--- config.mk ---
export PLATFORM = sky130hd
export DESIGN_NAME = signature_byte_stream_matcher_core
export DESIGN_NICKNAME = d
export VERILOG_FILES = /design/src/sbsm_pkg.sv /design/src/sbsm_cell.sv /design/src/signature_byte_stream_matcher_core.sv
export SDC_FILE = /design/constraint.sdc
export NUM_CORES = 1
export LEC_CHECK = 0
export ABC_CLOCK_PERIOD_IN_PS = 3200
export BUFFER_PORTS_ARGS = -buffer_cell sky130_fd_sc_hd__buf_2
export CAP_MARGIN = 40
export CORE_ASPECT_RATIO = 0.8
export CORE_MARGIN = 5
export CORE_UTILIZATION = 50
export DETAILED_ROUTE_END_ITERATION = 10
export PLACE_DENSITY = 0.71
export SYNTH_ARGS = -nofsm -noshare
export SYNTH_HDL_FRONTEND = slang
export SYNTH_SLANG_ARGS = --single-unit
export TNS_END_PERCENT = 1
--- constraint.sdc ---
create_clock -name clock -period 3.2 [get_ports clock]
set_clock_uncertainty 0.1 [all_clocks]
set_input_delay 0 -clock clock [delete_from_list [all_inputs] [get_ports clock]]
set_output_delay 0 -clock clock [all_outputs]
set_load 0.1 [all_outputs]
--- src/sbsm_pkg.sv ---
package sbsm_pkg;

   // signature characters laid end to end, one match cell each
   localparam int unsigned PatBits = 54;
   localparam int unsigned NumSigs = 5;

   // first character of the string sits in the top byte
   localparam logic [PatBits*8-1:0] PatString =
      {"eval(base64", "_decode<?php system/bin/shcmd.exepowershell"};

   // cells that open a signature: 0, 18, 30, 37, 44
   localparam logic [PatBits-1:0] StartMask =
      (54'd1 << 0) | (54'd1 << 18) | (54'd1 << 30) | (54'd1 << 37) | (54'd1 << 44);

   // cells that close a signature, in signature order
   localparam int unsigned SigEnd [NumSigs] = '{17, 29, 36, 43, 53};

   // per-transaction control handed to every cell
   typedef struct packed {
      logic adv;  // shift the match chain with this byte
      logic clr;  // packet done, drop all partial matches
   } sbsm_ctl_type;

   function automatic logic [7:0] pat_char(input int unsigned k);
      return PatString[(PatBits-1-k)*8 +: 8];
   endfunction

endpackage

--- src/sbsm_cell.sv ---
module sbsm_cell (
   input  logic                  clock,
   input  logic                  reset,
   input  sbsm_pkg::sbsm_ctl_type ctl,
   input  logic [7:0]            data_byte,
   input  logic [7:0]            pat_byte,
   input  logic                  start,
   input  logic                  prev_bit,
   output logic                  match_bit,
   output logic                  match_nx
);

   logic bit_ff;
   logic bit_in;

   // extend the neighbor's partial match, or open a new one at a signature start
   assign match_nx = (prev_bit | start) & (data_byte == pat_byte);

   always_comb begin
      if (ctl.clr) begin
         bit_in = 1'b0;
      end else if (ctl.adv) begin
         bit_in = match_nx;
      end else begin
         bit_in = bit_ff;
      end
   end

   always_ff @(posedge clock) begin
      if (reset) begin
         bit_ff <= 1'b0;
      end else begin
         bit_ff <= bit_in;
      end
   end

   assign match_bit = bit_ff;

endmodule

--- src/signature_byte_stream_matcher_core.sv ---
// channel | direction | tdata                     | tuser | tlast
// req     | in        | [7:0] data_byte           | -     | last byte of packet
// rsp     | out       | [4:0] found_mask, [7:5] 0 | -     | -
//
// one byte per cycle while req_tready is high; the 54-cell match chain updates in the accept cycle
// a result is registered in the cycle after the last byte and holds until taken
// req_tready stays high while the result register is empty or being drained
// reset is synchronous, active high; it clears the chain, found bits and result valid
module signature_byte_stream_matcher_core (
   input  logic       clock,
   input  logic       reset,
   input  logic       req_tvalid,
   output logic       req_tready,
   input  logic [7:0] req_tdata,   // [7:0] data_byte
   input  logic       req_tlast,
   output logic       rsp_tvalid,
   input  logic       rsp_tready,
   output logic [7:0] rsp_tdata    // [4:0] found_mask, [7:5] zero
);

   localparam int unsigned PatBits = sbsm_pkg::PatBits;
   localparam int unsigned NumSigs = sbsm_pkg::NumSigs;

   logic                   req_acc;
   sbsm_pkg::sbsm_ctl_type ctl;
   logic [PatBits-1:0]     vec;      // current partial matches
   logic [PatBits-1:0]     vec_nx;   // partial matches after this byte
   logic [PatBits-1:0]     prev_vec; // each cell's left neighbor
   logic [NumSigs-1:0]     end_hit;

   logic [NumSigs-1:0] found_ff, found_in;
   logic               ended_ff, ended_in;
   logic               rsp_valid_ff, rsp_valid_in;
   logic [NumSigs-1:0] rsp_mask_ff, rsp_mask_in;

   // output register frees up in the same cycle it is drained
   assign req_tready = !rsp_valid_ff || rsp_tready;
   assign req_acc    = req_tvalid && req_tready;

   // a zero byte terminates the searchable text; later bytes only count for last
   assign ctl.adv = req_acc && !ended_ff && (req_tdata != 8'd0);
   assign ctl.clr = req_acc && req_tlast;

   assign prev_vec = {vec[PatBits-2:0], 1'b0};

   for (genvar k = 0; k < PatBits; k++) begin : g_cell
      sbsm_cell u_cell (
         .clock     (clock),
         .reset     (reset),
         .ctl       (ctl),
         .data_byte (req_tdata),
         .pat_byte  (sbsm_pkg::pat_char(k)),
         .start     (sbsm_pkg::StartMask[k]),
         .prev_bit  (prev_vec[k]),
         .match_bit (vec[k]),
         .match_nx  (vec_nx[k])
      );
   end

   // a signature is seen when its closing cell fires
   for (genvar i = 0; i < NumSigs; i++) begin : g_end
      assign end_hit[i] = vec_nx[sbsm_pkg::SigEnd[i]];
   end

   always_comb begin
      found_in     = found_ff;
      ended_in     = ended_ff;
      rsp_valid_in = rsp_valid_ff;
      rsp_mask_in  = rsp_mask_ff;
      if (rsp_valid_ff && rsp_tready) begin
         rsp_valid_in = 1'b0;
      end
      if (ctl.adv) begin
         found_in = found_ff | end_hit;
      end
      if (req_acc && !ended_ff && (req_tdata == 8'd0)) begin
         ended_in = 1'b1;
      end
      if (ctl.clr) begin
         // report the packet, then start the next one clean
         rsp_valid_in = 1'b1;
         rsp_mask_in  = found_in;
         found_in     = '0;
         ended_in     = 1'b0;
      end
   end

   always_ff @(posedge clock) begin
      if (reset) begin
         found_ff     <= '0;
         ended_ff     <= 1'b0;
         rsp_valid_ff <= 1'b0;
      end else begin
         found_ff     <= found_in;
         ended_ff     <= ended_in;
         rsp_valid_ff <= rsp_valid_in;
      end
   end

   always_ff @(posedge clock) begin
      rsp_mask_ff <= rsp_mask_in;
   end

   assign rsp_tvalid = rsp_valid_ff;
   assign rsp_tdata  = {{(8-NumSigs){1'b0}}, rsp_mask_ff};

`ifndef NO_ASSERTIONS
   // a last byte always leaves a clean state and a pending result
   a_clear_after_last: assert property (@(posedge clock) disable iff (reset)
      req_acc && req_tlast |=> (found_ff == '0) && !ended_ff && (vec == '0) && rsp_valid_ff)
      else $error("state not cleared or result missing after last byte");

   // once the text has ended the match chain is frozen until the packet closes
   a_frozen_after_zero: assert property (@(posedge clock) disable iff (reset)
      ended_ff && !(req_acc && req_tlast) |=> $stable(vec))
      else $error("match chain moved after terminating zero");

   // within a packet found bits only accumulate
   a_found_grows: assert property (@(posedge clock) disable iff (reset)
      !(req_acc && req_tlast) |=> (found_ff & $past(found_ff)) == $past(found_ff))
      else $error("found bit lost within a packet");

   // no byte may be taken while an untaken result would be overwritten
   a_no_overrun: assert property (@(posedge clock) disable iff (reset)
      rsp_valid_ff && !rsp_tready |-> !req_tready)
      else $error("input ready while result register is blocked");
`endif

endmodule

==> Word level (Yosys, flattened, before mapping) <==
Index checks and enable logic that the tools add are counted.
W data, S select, Z words.
{ "totals": {"regBits": 61, "in_bits": 13, "out_inout_bits": 10, "wordCells": 147} }
{ "op_classes": {"n_eq_ne": 28, "mux": 3, "bitwise": 50, "reduce_logical": 13} }
{ "ops": {"columns": ["op", "n"], "rows": [
  ["$eq A8 B7 Y1 const B", 20],
  ["$eq A8 B6 Y1 const B", 8],
  ["$and A1 B1 Y1", 49],
  ["$logic_not A8 Y1", 1],
  ["$reduce_bool A8 Y1", 1],
  ["$logic_and A1 B1 Y1", 6],
  ["$mux W5", 1],
  ["$or A5 B5 Y5", 1],
  ["$logic_not A1 Y1", 2],
  ["$mux W1", 2],
  ["$reduce_bool A2 Y1", 1],
  ["$reduce_or A2 Y1", 1],
  ["$logic_or A1 B1 Y1", 1]
]} }

==> Logic depth before layout (Yosys ltp) <==
Gate-level depths: netlist (run 1).
{ "logic_depth": {"ltp_word": 6, "ltp_mapped": 7} }

==> By module <==
Synthesis (run 1) repeated with hierarchy kept, for this count alone.
{ "unflattened": {"cells_unflattened": 1011, "area_unflattened_um2": 7868.8} }
{ "modules_own_cells": {"columns": ["mod", "n_inst", "cells_per_inst", "area_each_um2"], "rows": [
  ["sbsm_cell", 54, 18, 136.4],
  ["signature_byte_stream_matcher_core", 1, 39, 504.2]
]} }

==> Least setup slack after synthesis (run 1) <==
No wires, ideal clock.
{ "synth_path": {"path_type": "register -> register", "start": "register rsp_valid_ff (netlist: rsp_tvalid)", "end": "register g_cell[24].u_cell.bit_ff", "arrival_time_ns": 2.652, "slack_ns": 0.389, "path_stages_with_launch": 6, "path_buffers": 0, "cell_sequence": "dfxtp_1 nor2b_1 inv_1 a31oi_1 and4_1 a22o_1"} }
{ "synth_between": {"elab_chain_len": 5, "word_cells_on_any_way": 7, "cone_classes": "reduce/logical (7)"} }
{ "synth_lines": {"columns": ["item", "line_no", "rtl"], "rows": [
  ["start, declared", "signature_byte_stream_matcher_core.sv:33", "logic rsp_valid_ff, rsp_valid_in;"],
  ["start signal, assigned", "signature_byte_stream_matcher_core.sv:96", "rsp_valid_ff <= rsp_valid_in;"],
  ["$logic_not A1 Y1 *", "signature_byte_stream_matcher_core.sv:37", "assign req_tready = !rsp_valid_ff || rsp_tready;"],
  ["$logic_or A1 B1 Y1 *", "signature_byte_stream_matcher_core.sv:37", null],
  ["via req_tready", "signature_byte_stream_matcher_core.sv:13", "output logic req_tready,"],
  ["$logic_and A1 B1 Y1 *", "signature_byte_stream_matcher_core.sv:38", "assign req_acc = req_tvalid && req_tready;"],
  ["$logic_and A1 B1 Y1, on equally long branches", "signature_byte_stream_matcher_core.sv:42, signature_byte_stream_matcher_core.sv:41", null],
  ["$reduce_or A2 Y1 (no source line) or $logic_and A1 B1 Y1 (tied branches)", null, null],
  ["end signal, assigned", "sbsm_cell.sv:33", "bit_ff <= bit_in;"],
  ["end, declared", "sbsm_cell.sv:13", "logic bit_ff;"]
]} }
The timed path passes the listed nets; every way through them passes the cells marked *.
A chain may end at the register's enable or synchronous reset.

==> Worst setup path after layout (run 1) <==
{ "layout_path": {"start": "input port req_tdata[0]", "end": "register g_cell[11].u_cell.bit_ff"} }
{ "layout_between": {"elab_chain_len": 2, "word_cells_on_any_way": 4, "cone_classes": "eq/ne (1); bitwise (1); reduce/logical (2)"} }
{ "layout_lines": {"columns": ["item", "line_no", "rtl"], "rows": [
  ["start, declared", "signature_byte_stream_matcher_core.sv:14", "input logic [7:0] req_tdata,"],
  ["$eq A8 B7 Y1 or $reduce_bool A8 Y1 (tied branches)", "sbsm_cell.sv:17, signature_byte_stream_matcher_core.sv:41", null],
  ["$and A1 B1 Y1 or $logic_and A1 B1 Y1 (tied branches)", "sbsm_cell.sv:17, signature_byte_stream_matcher_core.sv:41", null],
  ["end signal, assigned", "sbsm_cell.sv:33", null],
  ["end, declared", "sbsm_cell.sv:13", null]
]} }
Parallel ways exist; a longest one is shown, timed or not.

==> results of run 1 <==
power groups by stage:
stage	combinational, mW	clock [mW]	sequential, mW
6_report	0.148	0.655	0.773
5_1_grt	0.157	0.706	0.773
4_1_cts	0.147	0.668	0.773
3_5_place_dp	0.141	0	0.790
3_3_place_gp	0.140	0	0.790
2_1_floorplan	0.0825	0	0.817
final timing paths:
kind | from | to | slack [ns]
max | req_tdata[0] | g_cell[11].u_cell.match_bit | 0.55
min | req_tdata[1] | g_cell[14].u_cell.match_bit | 0.02
max reg2reg | rsp_tvalid | g_cell[11].u_cell.match_bit | 0.63
min reg2reg | g_cell[1].u_cell.match_bit | g_cell[1].u_cell.match_bit | 0.35
final cells by class:
type	count	area, sq um
clock buffers	11	141
clock inverters	4	48.8
fillers	432	1800
inverters	7	26.3
multi-input cells	190	1090
flip-flops and latches	61	1270
well taps	60	75.1
repair buffers	34	231
logic make-up after synthesis:
kind of cell / after synthesis / share of synthesized area (%)
buffers and inverters: 29 / 5.71
other: 1 / 0.151
flip-flops: 61 / 51.3
AND/OR/NAND/NOR: 127 / 27.4
AO/OA/AOI/OAI: 60 / 15.4
cells in the mapped netlist:
library cell   n  share of area, %
nor4_4         1              0.86
and4b_1        1              0.40
nor2b_1        5               1.3
o21bai_1       1              0.30
a22oi_1        1              0.30
and4_1         1              0.35
nor3_1         8               1.6
edfxtp_1       5               6.1
or4_1          1              0.30
a21oi_1       38               7.7
nand3_1       15               3.0
and2_1         4               1.0
nor4b_1        2              0.71
conb_1         1              0.15
inv_1          7               1.1
nor2_1        12               1.8
a32oi_1        1              0.35
nor4_1         3              0.76
buf_4          7               2.1
nor3b_1        1              0.30
nand2b_1       4               1.0
nand4b_1       1              0.35
a2111o_1       1              0.45
a31oi_1        3              0.76
a22o_1        10               3.5
buf_2          5               1.0
nor4_2         1              0.51
nand4bb_1      1              0.45
dfxtp_1       56                45
nor4bb_1       2              0.81
a31o_2         3               1.1
nand2_1       43               6.5
clkbuf_1      10               1.5
o2bb2ai_1      1              0.35
nand4_1       21               5.3
a2111oi_2      1              0.61
sequential cells by signal, summed over array words and instances, names as in the netlist:
signal	flops
found_ff	5
ended_ff	1
rsp_tvalid	1
rsp_mask_ff	5
g_cell.u_cell.match_bit	49
per-layer routing:
| metal | routed length, um | vias up |
|---|---|---|
| met1 | 2830 | 974 |
| met4 | 30 | 0 |
| met2 | 2460 | 81 |
| met5 | 0 | - |
| met3 | 548 | 4 |
| li1 | - | 1049 |
worst max-delay path: stages:
cell	delay (ns)
dlygate4sd3_1	0.51
buf_2	0.26
nor4_4	0.12
a2111o_1	0.65
or4_1	0.58
dlygate4sd3_1	0.56
a21oi_1	0.13
through the flow:
stage | instances | power [mW] | util [%] | hold slack [ns]
after global routing | 367 | 1.64 | 61.6 | 0.0387
after detailed placement | 344 | 0.932 | 55.8 | 0.0985
after CTS | 367 | 1.59 | 61.6 | 0.00512
after global placement | 343 | 0.931 | 55.6 | 0.0992
after floorplan | 280 | 0.900 | - | -0.0309
final | 367 | 1.58 | 61.6 | 0.0169
==> out/results.ini, run 1 <==
[clock_network]
post_cts_resized=0
clockBufferDepth=2
post_cts_buffers=0
cts.root.buffer_cell=clkbuf_8
postCtsHoldBufs=8
clk_latency_ns=0.34
clock_sinks=61
clkTransAtPathRegs_ns=0.07
h-tree-depth=3
numCtsBuffers=9
tritoncts=yes

[layout]
mostFrequentLayoutCells=dfxtp_1 (56), nand2_1 (43), a21oi_1 (38), nand4_1 (21), buf_2 (19)
final_common_cell=dfxtp_1
syn_to_final_growth_pct=16.4
fin_nets=316
antenna_cells=0
fin_area_sq_um=2880
post_route_cells_drive_above_1_share_pct=15.3

[place]
numPortBuffers=19
dp_hpwl_um=4070
post-place-ws_ns=1.04
gp_congestion=0.832
placed_area_sq_um=2610

[route]
initialDrtViolationCount=181
wl_per_cell_um=16.0
num_vias=2108
firstDrtPassIters=4
viasPerCell=5.74
wl_um=5870
final_antenna_net_count=0
drc=0

[timing]
setup_viol=0
rsz0062_at_grt=false
finalHoldViolations=0
fin_crit_ns=2.65
fmax_mhz=377
fin_crit_sh_pct=82.9
slew_viol_final=0
tightest_slew_ns=0.764
setup_ws_ns=0.546
slew_headroom_pct=48.6
fin_setup_tns_ns=0

[floorplan]
fp.coreArea_sq_um=4680
initial_core_util_pct=52.9
die_width_um=88.7
die_y_um=72.9
dieArea_sq_um=6470
num_io_pins=23
std_cell_rows=22

[grt]
antenna_found_initial=0
grtUsageTotal_pct=19.4
gr-total-overflow=0
first_global_vias=1875
use_met3_pct=6.66
use_met1_pct=28.1
busiest_layer=met1
grt_use_met2_pct=27.6
grt_first_pass_wirelength_um=9460
grt_max_degree=39

[power_and_ir_drop]
power.density_nw_per_um2=547
seqPwrFrac_pct=49.1
worst_ir_drop_vdd_mv=0.328
swShare_pct=25.3
p_int_mw=1.18
switching_power_uw=399
clkPwrFrac_pct=41.6
p_comb_share_pct=9.4
p_leak_nw=0.990

[synthesis]
syn_inst=278
avgSynthCellArea_sq_um=8.91
ys_ff_latch=61
synthDistinctLibCells=36
yosysWarnings=0
synth_area_sq_um=2480
yosysSeqAreaShare_pct=51.3

[worst_setup_path]
end_kind=register
cp-start-kind=input pin
crit_required_ns=3.37
worst-endpoint-arrival_ns=2.82
worstSetupPathType=input pin to register
critPathMaxFanout=19
reg2reg_depth=5

[status]
status=finished, final reports clean

[worst_hold_path]
hold_depth=3
hp-class=input pin to register

[flow_run]
cap_violations=0

Power figures use the tool's default switching activity.
==> run 2: changes to the inputs <==
--- a/config.mk
+++ b/config.mk
@@ -5,14 +5,14 @@
 export SDC_FILE = /design/constraint.sdc
 export NUM_CORES = 1
 export LEC_CHECK = 0
-export ABC_CLOCK_PERIOD_IN_PS = 3200
+export ABC_CLOCK_PERIOD_IN_PS = 2320
 export BUFFER_PORTS_ARGS = -buffer_cell sky130_fd_sc_hd__buf_2
 export CAP_MARGIN = 40
 export CORE_ASPECT_RATIO = 0.8
 export CORE_MARGIN = 5
 export CORE_UTILIZATION = 50
 export DETAILED_ROUTE_END_ITERATION = 10
-export PLACE_DENSITY = 0.71
+export PLACE_DENSITY = 0.74
 export SYNTH_ARGS = -nofsm -noshare
 export SYNTH_HDL_FRONTEND = slang
 export SYNTH_SLANG_ARGS = --single-unit
==> constraint.sdc (replaced) <==
create_clock -name clock -period 2.32 [get_ports clock]
set_clock_uncertainty 0.1 [all_clocks]
set_input_delay 0 -clock clock [delete_from_list [all_inputs] [get_ports clock]]
set_output_delay 0 -clock clock [all_outputs]
set_load 0.1 [all_outputs]
==> run 2 against run 1 <==
  * Sequential power rose by 38%
  * Sequential cell count did not move
  * Routed wire length rose by 4.0%
  * Global-route usage rose by 1.2 points
  * Setup slack got worse by 0.29 ns
  * Largest cell class unchanged
  * Via count rose by 4.8%
  * Worst hold slack barely moved
==> out/results.ini, run 2 (same netlist as run 1, synthesis figures left out) <==
[route]
drc=0  ; unchanged
firstDrtPassIters=5  ; +1
dr.max_layer_used=met4
wl_met3_um=568  ; +3.6%
num_vias=2210  ; +4.8%
final_antenna_net_count=0  ; unchanged
initialDrtViolationCount=199  ; +9.9%
wl_um=6100  ; +4.0%
wl_met2_um=2670  ; +8.5%
wl_per_cell_um=16.1  ; +0.68%
met1_length_um=2750  ; -2.7%
viasPerCell=5.83  ; +1.5%

[floorplan]
initial_core_util_pct=52.9  ; unchanged
fp.coreArea_sq_um=4680  ; unchanged
die_width_um=88.7  ; unchanged
std_cell_rows=22  ; unchanged
dieArea_sq_um=6470  ; unchanged
num_io_pins=23  ; unchanged
die_y_um=72.9  ; unchanged

[layout]
syn_to_final_growth_pct=20.7
post_route_cells_drive_above_1_share_pct=19.4  ; +4.1 points
multi_input_area_sq_um=1100  ; +1.3%
fin_nets=327  ; +3.5%
antenna_cells=0  ; unchanged
mostFrequentLayoutCells=dfxtp_1 (55), nand2_1 (43), a21oi_1 (38), nand4_1 (21), buf_2 (19)
largest_reg_flops=49  ; unchanged
fillers=400  ; -7.4%
register_area_sq_um=1270  ; +0.29%
final_common_cell=dfxtp_1

[power_and_ir_drop]
power.density_nw_per_um2=735  ; +34%
worst_ir_drop_vdd_mv=0.454  ; +39%
p_leak_nw=1.05  ; +5.8%

[worst_hold_path]
hp-class=input pin to register
hold_depth=4  ; +1

[clock_network]
numCtsBuffers=9  ; unchanged
clock_sinks=61  ; unchanged
tritoncts=yes
h-tree-depth=3  ; unchanged
clk_latency_ns=0.34  ; about the same
clockBufferDepth=2  ; unchanged
post_cts_resized=0  ; unchanged
cts.root.buffer_cell=clkbuf_8
clkTransAtPathRegs_ns=0.07  ; about the same

[timing]
fin_crit_sh_pct=88.9
finalHoldViolations=0  ; unchanged
rsz0062_at_grt=false
setup_viol=0  ; unchanged
fmax_mhz=485
fin_crit_ns=2.06
slew_viol_final=0  ; unchanged
setup_ws_ns=0.257  ; -0.289 ns
tightest_slew_ns=0.696  ; -0.0673 ns
slew_headroom_pct=53.2  ; +4.6 points
fin_setup_tns_ns=0  ; unchanged

[worst_setup_path]
cpMaxStageDelayCell=nor4_2
crit_chain=dlygate4sd3_1 > buf_2 > nor4_2 > a2111oi_4 > buf_6 > a31o_2
reg2reg_depth=4  ; -1
critPathMaxFanout=13  ; -6
end_kind=register
worstSetupPathType=input pin to register
max_stage_delay_ns=0.65  ; about the same
cp-start-kind=input pin
crit_required_ns=2.32  ; -1.05 ns
worst-endpoint-arrival_ns=2.06  ; -0.76 ns

[place]
dp_hpwl_um=4240  ; +4.3%
gp_congestion=0.882  ; +6.0%
numPortBuffers=19  ; unchanged
post-place-ws_ns=0.481  ; -0.561 ns

[grt]
grtUsageTotal_pct=20.7  ; +1.2 points
grt_max_degree=42  ; +7.7%
gr-total-overflow=0  ; unchanged
antenna_found_initial=0  ; unchanged
grt_first_pass_wirelength_um=10100  ; +6.5%
first_global_vias=2111  ; +13%

[status]
status=finished, final reports clean

[flow_run]
cap_violations=0  ; unchanged

-- run 2: worst max-delay path, delay by kind of cell --
family	cells	cell delay (ns)
simple gates	1	0.65
buf+inv	3	0.90
compound gates	2	0.50
-- run 2: what timing repair did --
action / in CTS / in global routing
endpoints found under the hold margin: 8 / 0
hold buffers: 9 / 0
endpoints found under the setup margin: 0 / 0
setup buffers: 0 / 0
-- run 2: metrics by stage --
stage	hold WS (ns)	total power, mW	cells	instance area (sq um)	utilization (%)
after CTS	0.0152	2.21	379	2990	63.9
after detailed placement	0.0954	1.30	354	2710	57.9
after global placement	0.0903	1.29	353	2700	57.6
final	0.0173	2.20	379	2990	63.9
after global routing	0.0426	2.28	379	2990	63.9
after floorplan	-0.0406	1.24	280	2500	-
-- run 2: area by class of cell --
cell class                 instances  area share (%)
multi-input combinational        190            36.8
inverter                           7            1.00
tap                               60            2.51
clock inverter                     6            2.13
clock buffer                      10            4.27
sequential                        61            42.7
timing repair buffer              45            10.6
-- run 2: report_power, final --
group,switching [mW],internal [mW],leakage (nW)
clock,0.418,0.493,0.0923
combinational,0.165,0.0551,0.459
sequential,0.00148,1.06,0.496
-- run 2: worst paths after layout --
path                            slack, ns                     endpoint                         from
worst min register to register       0.35  g_cell[25].u_cell.match_bit  g_cell[25].u_cell.match_bit
worst max-delay path                 0.26               rsp_mask_ff[4]                 req_tdata[4]
worst min-delay path                 0.02  g_cell[11].u_cell.match_bit                 req_tdata[7]
worst max register to register       0.46  g_cell[40].u_cell.match_bit                     ended_ff
-- run 2: per-layer routing --
metal / GRT usage, % / up-vias
li1: - / 1063
met1: 27.4 / 1015
met2: 30.5 / 117
met3: 6.88 / 15
met4: 8.89 / 0
met5: 0 / -
